`src/rtl/core/pbu_pkg.sv`:
```
// pbu_pkg: shared types and constants of the planar image unpacker
// used by pbu_ctrl, pbu_dp and the top level; no dependencies
package pbu_pkg;

    localparam int LINES_DEF     = 200;
    localparam int ROW_BYTES_DEF = 40;
    localparam int PLANES_DEF    = 4;

    localparam int ADDR_W = 15;
    localparam int DATA_W = 8;
    localparam int CNT_W  = 8;

    localparam logic [DATA_W-1:0] NOP_COUNT = 8'h80;
    localparam logic [CNT_W:0]    REP_BASE  = 9'd257;

    // decoder phase, plus the state that emits a repeat run
    typedef enum logic [2:0] {
        PH_COUNT,
        PH_REPEAT,
        PH_LITERAL,
        PH_SKIP,
        PH_RUN
    } t_phase;

    typedef struct packed {
        logic emit_raw;
        logic set_count;
        logic start_run;
        logic emit_lit;
        logic emit_run;
        logic skip_byte;
    } t_dp_cmd;

    typedef struct packed {
        logic finished;
        logic mode;
        logic out_free;
        logic byte_rep;
        logic byte_nop;
        logic rem_one;
        logic row_end;
    } t_dp_sts;

endpackage

```
`src/rtl/core/pbu_ctrl.sv`:
```
// pbu_ctrl: phase state machine of the unpacker, drives pbu_dp commands
// depends on pbu_pkg
module pbu_ctrl
    import pbu_pkg::*;
(
    input  logic    i_clk,
    input  logic    i_rst_n,
    input  logic    i_stream_valid,
    output logic    o_stream_ready,
    input  t_dp_sts i_sts,
    output t_dp_cmd o_cmd
);

    t_phase r_state;
    t_phase n_state;
    logic   accept;

    assign o_stream_ready = (r_state != PH_RUN) && i_sts.out_free;
    assign accept = i_stream_valid && o_stream_ready && !i_sts.finished;

    always_ff @(posedge i_clk) begin
        if (!i_rst_n) begin
            r_state <= PH_COUNT;
        end else begin
            r_state <= n_state;
        end
    end

    // next state
    always_comb begin
        n_state = r_state;
        if (r_state == PH_RUN) begin
            if (i_sts.out_free && i_sts.rem_one) begin
                n_state = PH_COUNT;
            end
        end else if (accept && i_sts.mode) begin
            unique case (r_state)
                PH_COUNT: begin
                    if (!i_sts.byte_rep) begin
                        n_state = PH_LITERAL;
                    end else if (!i_sts.byte_nop) begin
                        n_state = PH_REPEAT;
                    end
                end
                PH_REPEAT: n_state = PH_RUN;
                PH_LITERAL: begin
                    priority if (i_sts.rem_one) begin
                        n_state = PH_COUNT;
                    end else if (i_sts.row_end) begin
                        n_state = PH_SKIP;
                    end
                end
                PH_SKIP: begin
                    if (i_sts.rem_one) begin
                        n_state = PH_COUNT;
                    end
                end
                default: n_state = r_state;
            endcase
        end
    end

    // datapath commands
    always_comb begin
        o_cmd = '0;
        if (r_state == PH_RUN) begin
            o_cmd.emit_run = i_sts.out_free;
        end else if (accept) begin
            if (!i_sts.mode) begin
                o_cmd.emit_raw = 1'b1;
            end else begin
                unique case (r_state)
                    PH_COUNT:   o_cmd.set_count = !i_sts.byte_nop;
                    PH_REPEAT:  o_cmd.start_run = 1'b1;
                    PH_LITERAL: o_cmd.emit_lit  = 1'b1;
                    PH_SKIP:    o_cmd.skip_byte = 1'b1;
                    default:    o_cmd = '0;
                endcase
            end
        end
    end

endmodule

```
`src/rtl/core/pbu_dp.sv`:
```
// pbu_dp: counters, address generation, mode register and output register
// depends on pbu_pkg; commanded by pbu_ctrl
module pbu_dp
    import pbu_pkg::*;
#(
    parameter int LINES     = LINES_DEF,
    parameter int ROW_BYTES = ROW_BYTES_DEF,
    parameter int PLANES    = PLANES_DEF
) (
    input  logic              i_clk,
    input  logic              i_rst_n,
    input  logic              i_cfg_wr_en,
    input  logic              i_cfg_compressed_mode,
    input  logic [DATA_W-1:0] i_stream_byte,
    input  logic              i_write_ready,
    input  t_dp_cmd           i_cmd,
    output t_dp_sts           o_sts,
    output logic              o_write_valid,
    output logic [ADDR_W-1:0] o_write_address,
    output logic [DATA_W-1:0] o_write_data,
    output logic              o_last_of_run,
    output logic              o_run_clipped,
    output logic              o_picture_done
);

    localparam int COL_W   = $clog2(ROW_BYTES);
    localparam int PLANE_W = (PLANES > 1) ? $clog2(PLANES) : 1;
    localparam int LINE_W  = (LINES > 1) ? $clog2(LINES) : 1;
    localparam int TOTAL   = LINES * ROW_BYTES * PLANES;
    localparam int TOT_W   = $clog2(TOTAL + 1);
    localparam int CMP_W   = (TOT_W > ADDR_W + 1) ? TOT_W : ADDR_W + 1;

    localparam logic [ADDR_W-1:0] ADDR_MAX = {ADDR_W{1'b1}};

    logic              r_mode;
    logic              r_finished;
    logic [CNT_W-1:0]  r_rem;
    logic [COL_W-1:0]  r_col;
    logic [PLANE_W-1:0] r_plane;
    logic [LINE_W-1:0] r_line;
    logic [ADDR_W-1:0] r_lin;
    logic [DATA_W-1:0] r_run_data;
    logic              r_run_clip;

    logic              r_out_valid;
    logic [ADDR_W-1:0] r_out_addr;
    logic [DATA_W-1:0] r_out_data;
    logic              r_out_last;
    logic              r_out_clip;
    logic              r_out_done;

    logic [CNT_W-1:0]  room;
    logic              lit_clip;
    logic              col_last;
    logic              plane_last;
    logic              line_last;
    logic              pic_end;
    logic              raw_done;
    logic [ADDR_W-1:0] cur_addr;
    logic              out_free;
    logic              advance;
    logic              emit;

    assign room       = CNT_W'(ROW_BYTES) - CNT_W'(r_col);
    assign lit_clip   = r_rem > room;
    assign col_last   = r_col == COL_W'(ROW_BYTES - 1);
    assign plane_last = r_plane == PLANE_W'(PLANES - 1);
    assign line_last  = r_line == LINE_W'(LINES - 1);
    assign pic_end    = col_last && plane_last && line_last;
    assign raw_done   = (CMP_W'(r_lin) + CMP_W'(1) >= CMP_W'(TOTAL)) || (r_lin == ADDR_MAX);

    // interleaved layout, taken modulo the address width
    assign cur_addr = ADDR_W'(r_line) * ADDR_W'(ROW_BYTES * PLANES)
                    + ADDR_W'(r_col >> 1) * ADDR_W'(2 * PLANES)
                    + ADDR_W'(r_plane) * ADDR_W'(2)
                    + ADDR_W'(r_col[0]);

    assign out_free = !r_out_valid || i_write_ready;
    assign advance  = i_cmd.emit_lit || i_cmd.emit_run;
    assign emit     = advance || i_cmd.emit_raw;

    assign o_sts.finished = r_finished;
    assign o_sts.mode     = r_mode;
    assign o_sts.out_free = out_free;
    assign o_sts.byte_rep = i_stream_byte[DATA_W-1];
    assign o_sts.byte_nop = i_stream_byte == NOP_COUNT;
    assign o_sts.rem_one  = r_rem == CNT_W'(1);
    assign o_sts.row_end  = col_last;

    // control state
    always_ff @(posedge i_clk) begin
        if (!i_rst_n) begin
            r_mode      <= 1'b1;
            r_finished  <= 1'b0;
            r_rem       <= '0;
            r_col       <= '0;
            r_plane     <= '0;
            r_line      <= '0;
            r_lin       <= '0;
            r_out_valid <= 1'b0;
        end else begin
            if (i_cfg_wr_en) begin
                r_mode <= i_cfg_compressed_mode;
            end
            if (emit) begin
                r_out_valid <= 1'b1;
            end else if (i_write_ready) begin
                r_out_valid <= 1'b0;
            end
            if (i_cmd.emit_raw) begin
                if (raw_done) begin
                    r_finished <= 1'b1;
                end else begin
                    r_lin <= r_lin + ADDR_W'(1);
                end
            end
            if (i_cmd.set_count) begin
                if (i_stream_byte[DATA_W-1]) begin
                    r_rem <= CNT_W'(REP_BASE - {1'b0, i_stream_byte});
                end else begin
                    r_rem <= i_stream_byte + CNT_W'(1);
                end
            end
            if (i_cmd.start_run && lit_clip) begin
                r_rem <= room;
            end
            if (advance || i_cmd.skip_byte) begin
                r_rem <= r_rem - CNT_W'(1);
            end
            if (advance) begin
                if (!col_last) begin
                    r_col <= r_col + COL_W'(1);
                end else begin
                    r_col <= '0;
                    if (!plane_last) begin
                        r_plane <= r_plane + PLANE_W'(1);
                    end else begin
                        r_plane <= '0;
                        if (line_last) begin
                            r_finished <= 1'b1;
                        end else begin
                            r_line <= r_line + LINE_W'(1);
                        end
                    end
                end
            end
        end
    end

    // payload
    always_ff @(posedge i_clk) begin
        if (i_cmd.start_run) begin
            r_run_data <= i_stream_byte;
            r_run_clip <= lit_clip;
        end
        if (i_cmd.emit_raw) begin
            r_out_addr <= r_lin;
            r_out_data <= i_stream_byte;
            r_out_last <= 1'b1;
            r_out_clip <= 1'b0;
            r_out_done <= raw_done;
        end else if (i_cmd.emit_lit) begin
            r_out_addr <= cur_addr;
            r_out_data <= i_stream_byte;
            r_out_last <= 1'b1;
            r_out_clip <= lit_clip;
            r_out_done <= pic_end;
        end else if (i_cmd.emit_run) begin
            r_out_addr <= cur_addr;
            r_out_data <= r_run_data;
            r_out_last <= r_rem == CNT_W'(1);
            r_out_clip <= r_run_clip;
            r_out_done <= pic_end;
        end
    end

    assign o_write_valid   = r_out_valid;
    assign o_write_address = r_out_addr;
    assign o_write_data    = r_out_data;
    assign o_last_of_run   = r_out_last;
    assign o_run_clipped   = r_out_clip;
    assign o_picture_done  = r_out_done;

endmodule

```
`src/rtl/core/packbits_planar_image_unpacker.sv`:
```
// packbits_planar_image_unpacker: top level, joins controller and datapath
// depends on pbu_pkg, pbu_ctrl, pbu_dp
//
//   channel   direction  handshake                       payload
//   stream    in         i_stream_valid / o_stream_ready i_stream_byte
//   write     out        o_write_valid / i_write_ready   address, data, 3 flags
//   config    in         i_cfg_wr_en                     i_cfg_compressed_mode
//
// raw bytes, literal bytes, count bytes and skipped literals are each handled as they are accepted
// a repeat data byte is latched first, then written once per cycle while the write side is free,
// through the single output register, the run length being cut to the plane row
// a stalled write side holds the output register and blocks new requests
// synchronous reset clears all positions; compressed mode resets to 1
module packbits_planar_image_unpacker
    import pbu_pkg::*;
#(
    parameter int LINES     = LINES_DEF,
    parameter int ROW_BYTES = ROW_BYTES_DEF,
    parameter int PLANES    = PLANES_DEF
) (
    input  logic              i_clk,
    input  logic              i_rst_n,
    input  logic              i_cfg_wr_en,
    input  logic              i_cfg_compressed_mode,
    input  logic              i_stream_valid,
    output logic              o_stream_ready,
    input  logic [DATA_W-1:0] i_stream_byte,
    output logic              o_write_valid,
    input  logic              i_write_ready,
    output logic [ADDR_W-1:0] o_write_address,
    output logic [DATA_W-1:0] o_write_data,
    output logic              o_last_of_run,
    output logic              o_run_clipped,
    output logic              o_picture_done
);

    t_dp_cmd cmd;
    t_dp_sts sts;

    pbu_ctrl u_ctrl (
        .i_clk          (i_clk),
        .i_rst_n        (i_rst_n),
        .i_stream_valid (i_stream_valid),
        .o_stream_ready (o_stream_ready),
        .i_sts          (sts),
        .o_cmd          (cmd)
    );

    pbu_dp #(
        .LINES     (LINES),
        .ROW_BYTES (ROW_BYTES),
        .PLANES    (PLANES)
    ) u_dp (
        .i_clk                 (i_clk),
        .i_rst_n               (i_rst_n),
        .i_cfg_wr_en           (i_cfg_wr_en),
        .i_cfg_compressed_mode (i_cfg_compressed_mode),
        .i_stream_byte         (i_stream_byte),
        .i_write_ready         (i_write_ready),
        .i_cmd                 (cmd),
        .o_sts                 (sts),
        .o_write_valid         (o_write_valid),
        .o_write_address       (o_write_address),
        .o_write_data          (o_write_data),
        .o_last_of_run         (o_last_of_run),
        .o_run_clipped         (o_run_clipped),
        .o_picture_done        (o_picture_done)
    );

endmodule

```
`config.mk`:
```
export PLATFORM = sky130hd
export DESIGN_NAME = packbits_planar_image_unpacker
export DESIGN_NICKNAME = d
export VERILOG_FILES = /design/src/rtl/core/pbu_pkg.sv /design/src/rtl/core/pbu_ctrl.sv /design/src/rtl/core/pbu_dp.sv /design/src/rtl/core/packbits_planar_image_unpacker.sv
export SDC_FILE = /design/constraint.sdc
export NUM_CORES = 1
export LEC_CHECK = 0
export ABC_AREA = 1
export ABC_CLOCK_PERIOD_IN_PS = 3150
export BUFFER_PORTS_ARGS = -buffer_cell sky130_fd_sc_hd__buf_2
export CAP_MARGIN = 10
export CORE_MARGIN = 5
export CORE_UTILIZATION = 61
export CTS_CLUSTER_SIZE = 10
export DETAILED_ROUTE_END_ITERATION = 10
export PLACE_DENSITY = 0.78
export RECOVER_POWER = 50
export REMOVE_ABC_BUFFERS = 1
export SLEW_MARGIN = 20
export SYNTH_ARGS = -nofsm -noshare
export SYNTH_HDL_FRONTEND = slang
export SYNTH_SLANG_ARGS = --single-unit
```
`constraint.sdc`:
```
create_clock -name i_clk -period 3.15 [get_ports i_clk]
set_input_delay 0 -clock i_clk [delete_from_list [all_inputs] [get_ports i_clk]]
set_output_delay 0 -clock i_clk [all_outputs]
set_load 0.03 [all_outputs]
```
==> impl_metrics.env <==
export IMPL_slew_headroom_pct=-5.58
export IMPL_cpMostUsedCell="nand2_1"
export IMPL_period_share_pct=91.0
export IMPL_fin_nets=815
export IMPL_synthSimpleGateAreaFrac_pct=33.0
export IMPL_arrival_ns=3.16
export IMPL_failed_checks="max-capacitance violations, max-slew violations"
export IMPL_period_needed_ns=2.87
export IMPL_worstHoldStart="i_write_ready"
export IMPL_clock_sinks=80
export IMPL_ioPinCount=42
export IMPL_synth_compound_area_share_pct=9.13
export IMPL_ff_latch_area_um2=1930
export IMPL_synth_xor_area_share_pct=4.58
export IMPL_grt_pass1_vias=4545
export IMPL_routedWlPerCell_um=14.6
export IMPL_crit_type="reg -> reg"
export IMPL_routed_wl_um=12800
export IMPL_antenna_found_initial=0
export IMPL_synthAdderAreaFrac_pct=8.69
export IMPL_grt_max_degree=33
export IMPL_gp_congestion=0.993
export IMPL_areaGrowthSynthToFinish_pct=9.34
export IMPL_rsz0062_at_grt="no"
export IMPL_rows=34
export IMPL_antenna_cells=0
export IMPL_fmax_ghz=0.349
export IMPL_clkTransAtPathRegs_ns=0.09
export IMPL_ys_ff_latch=80
export IMPL_ant_nets=0
export IMPL_coreArea_um2=8640
export IMPL_max_slew_worst_pin_slew_ns=1.58
export IMPL_r2r_start="u_dp.r_col[0]$_SDFFE_PN0P_"
export IMPL_dr_pass1_iters=8
export IMPL_clkPwrFrac_pct=27.6
export IMPL_worstPathMaxFanout=11
export IMPL_cpPeakStageDelay_ns=0.43
export IMPL_clk_latency_ns=0.37
export IMPL_seqPwrFrac_pct=44.2
export IMPL_synth_ff_type="dfxtp_1"
export IMPL_cts_root_buf="clkbuf_8"
export IMPL_multi_input_area_um2=2950
export IMPL_synth_seq_area_share_pct=36.1
export IMPL_grt_pass1_wl_um=21400
export IMPL_htree_levels=3
export IMPL_synth_area_mux_share_pct=0
export IMPL_switching_share_pct=36.4
export IMPL_clockBufferDepth=2
export IMPL_p_leak_nw=2.69
export IMPL_ys_types=42
export IMPL_grtUsageTotal_pct=23.6
export IMPL_dr_first_iter_drc_count=440
export IMPL_hold_violations=0
export IMPL_p_sw_w=0.00104
export IMPL_drive_gt1_share_pct=9.09
export IMPL_fp_dieH_um=104
export IMPL_final_cell_count_no_fill=878
export IMPL_status="finished, violations left"
export IMPL_drcViolationCount=0
export IMPL_crit_chain="inv_1 -> ha_1 -> nand2_1 -> nand2_1 -> a21oi_1 -> inv_1 -> ha_1 -> nand2_1 -> nor2_1 -> nand2_1 -> nand2_1 -> nand3_2 -> nand3_1 -> nand2_1 -> a21oi_1"
export IMPL_tns_ns=0
export IMPL_crit_slowest_cell="dfxtp_1"
export IMPL_initial_core_util_pct=62.0
export IMPL_startpoint_type="flop"
export IMPL_synth_warnings=0
export IMPL_synth_area_um2=5360
export IMPL_synth_top_family_by_area="simple AND/OR/NAND/NOR gates"
export IMPL_synth_edf_count=33
export IMPL_startpoint="u_dp.r_col[0]$_SDFFE_PN0P_"
export IMPL_place_inst=850
export IMPL_avgSynthCellArea_um2=7.48
export IMPL_skew_ns=0.0151
export IMPL_synth_async_reset_ratio_pct=0
export IMPL_place_hpwl_um=9230
export IMPL_peakVddDrop_mv=0.266
export IMPL_min_path_type="in -> reg"
export IMPL_fill_cells=762
export IMPL_setup_viol=0
export IMPL_worstSetupEndpointType="flop"
export IMPL_cts_tree="built"
export IMPL_powerDensity_nw_per_um2=487
export IMPL_combPwrFrac_pct=28.2
export IMPL_routed_via_count=4937
export IMPL_die_area_um2=10800
export IMPL_cap_viol_max_count=1
export IMPL_vias_per_cell=5.62
export IMPL_slew_viol_final=33
export IMPL_synthCells=716
export IMPL_die_x_um=104
export IMPL_p_int_w=0.00182
export IMPL_grt_overflow=0
export IMPL_crit_required_ns=3.44
export IMPL_cts_buffers_inserted=9
export IMPL_portBuffers=41
## repair_timing
item                       4_1_cts  5_1_grt
hold endpoints to repair        10        0
setup endpoints to repair        0        8
gates resized for setup          0        1
buffers inserted                 0        1
hold buffers                    10        0
## path summary, 6_finish.rpt
path / end / slack, ns / cells past startpoint
worst max-delay path: u_dp.r_rem[5]$_SDFFE_PN0P_ / 0.28 / 15
worst min-delay path: u_dp.o_write_valid$_SDFFE_PN0P_ / 0.08 / 4
worst max register to register: u_dp.r_rem[5]$_SDFFE_PN0P_ / 0.28 / 15
worst min register to register: u_dp.o_last_of_run$_SDFFE_PP1P_ / 0.49 / 2
## final cells by class
| type | count | share of cell area [%] |
|---|---|---|
| clock buffer | 9 | 2.11 |
| clock inverter | 7 | 1.32 |
| inverter | 95 | 6.09 |
| multi-input combinational | 524 | 50.4 |
| sequential | 80 | 33.0 |
| tap | 108 | 2.31 |
| timing repair buffer | 55 | 4.81 |
## layer usage
layer  part of all wire [%]  routed length (um)  GRT usage [%]  vias up
met2                     46                5920           37.8      209
li1                       -                   -              -     2466
met3                    7.3                 932           3.48       27
met4                    1.8                 230           7.68        0
met5                      0                   0              0        -
met1                     45                5700           32.8     2235
## metrics by stage
step	instance area, um^2	power, W	setup WS, ns	hold WS, ns	utilization, %
final	5860	0.00286	0.285	0.0838	67.8
after global routing	5860	0.00302	0.0763	0.107	67.8
after CTS	5920	0.00287	0.286	0.0713	68.6
after detailed placement	5620	0.00207	0.292	0.205	65.1
after global placement	5620	0.00205	0.504	0.207	65.1
after floorplan	5260	0.00186	0.720	0.0989	-
## cell usage in the layout, fill, tap and decap left out, drive strengths merged, types with 2 or more instances in the layout
master,instances
nand4,30
nor3,17
nand2,175
buf,6
a21oi,41
or2,2
ha,34
xnor2,3
dfxtp,47
inv,97
clkbuf,48
edfxtp,33
o21bai,2
clkinv,3
fa,2
nor2,78
nand3,62
o21ai,43
nor3b,2
dlygate4sd3,10
xor2,25
## cells in the mapped netlist, types with 8 or more instances
cell type,instances,share of area (%)
nand2_1,157,11
inv_1,87,6.1
nand3_1,57,5.3
nor2_1,54,3.8
dfxtp_1,47,18
a21oi_1,41,3.8
o21ai_0,37,3.5
ha_1,34,7.9
edfxtp_1,33,18
nand4_1,28,3.3
xor2_1,25,4.1
nor2_2,18,2.1
nor3_1,17,1.6
nand2_2,16,1.9
buf_2,8,0.75
inv_2,8,0.56
## state kept, by name, indices dropped and copies added (netlist names), 2 cells and up
signal	cells
u_dp.r_run_data	8
u_dp.r_rem	8
u_dp.o_write_address	15
u_dp.r_line	8
u_ctrl.r_state	3
u_dp.o_write_data	8
u_dp.r_lin	15
u_dp.r_col	6
u_dp.r_plane	2
## power groups by stage
stage	logic, W	registers [W]	clock network (W)
3_3_place_gp	0.000770	0.00128	0
4_1_cts	0.000808	0.00126	0.000804
2_1_floorplan	0.000510	0.00135	0
3_5_place_dp	0.000793	0.00128	0
5_1_grt	0.000899	0.00127	0.000852
6_report	0.000805	0.00126	0.000789
## logic make-up after synthesis
| logic type | Yosys count |
|---|---|
| and+or+nand+nor | 366 |
| buffers and inverters | 113 |
| AOI/OAI and AO/OA | 93 |
| DFF | 80 |
| adders and majority gates | 36 |
| xor gates and xnor gates | 28 |
## critical path: cells and delay by family (launching register included)
kind	cells	cell delay, ns
flops	1	0.43
buf+inv	2	0.23
compound gates	2	0.39
simple gates	9	1.19
fa+ha+maj	2	0.55
No activity file was read; power rests on OpenSTA's default activity.
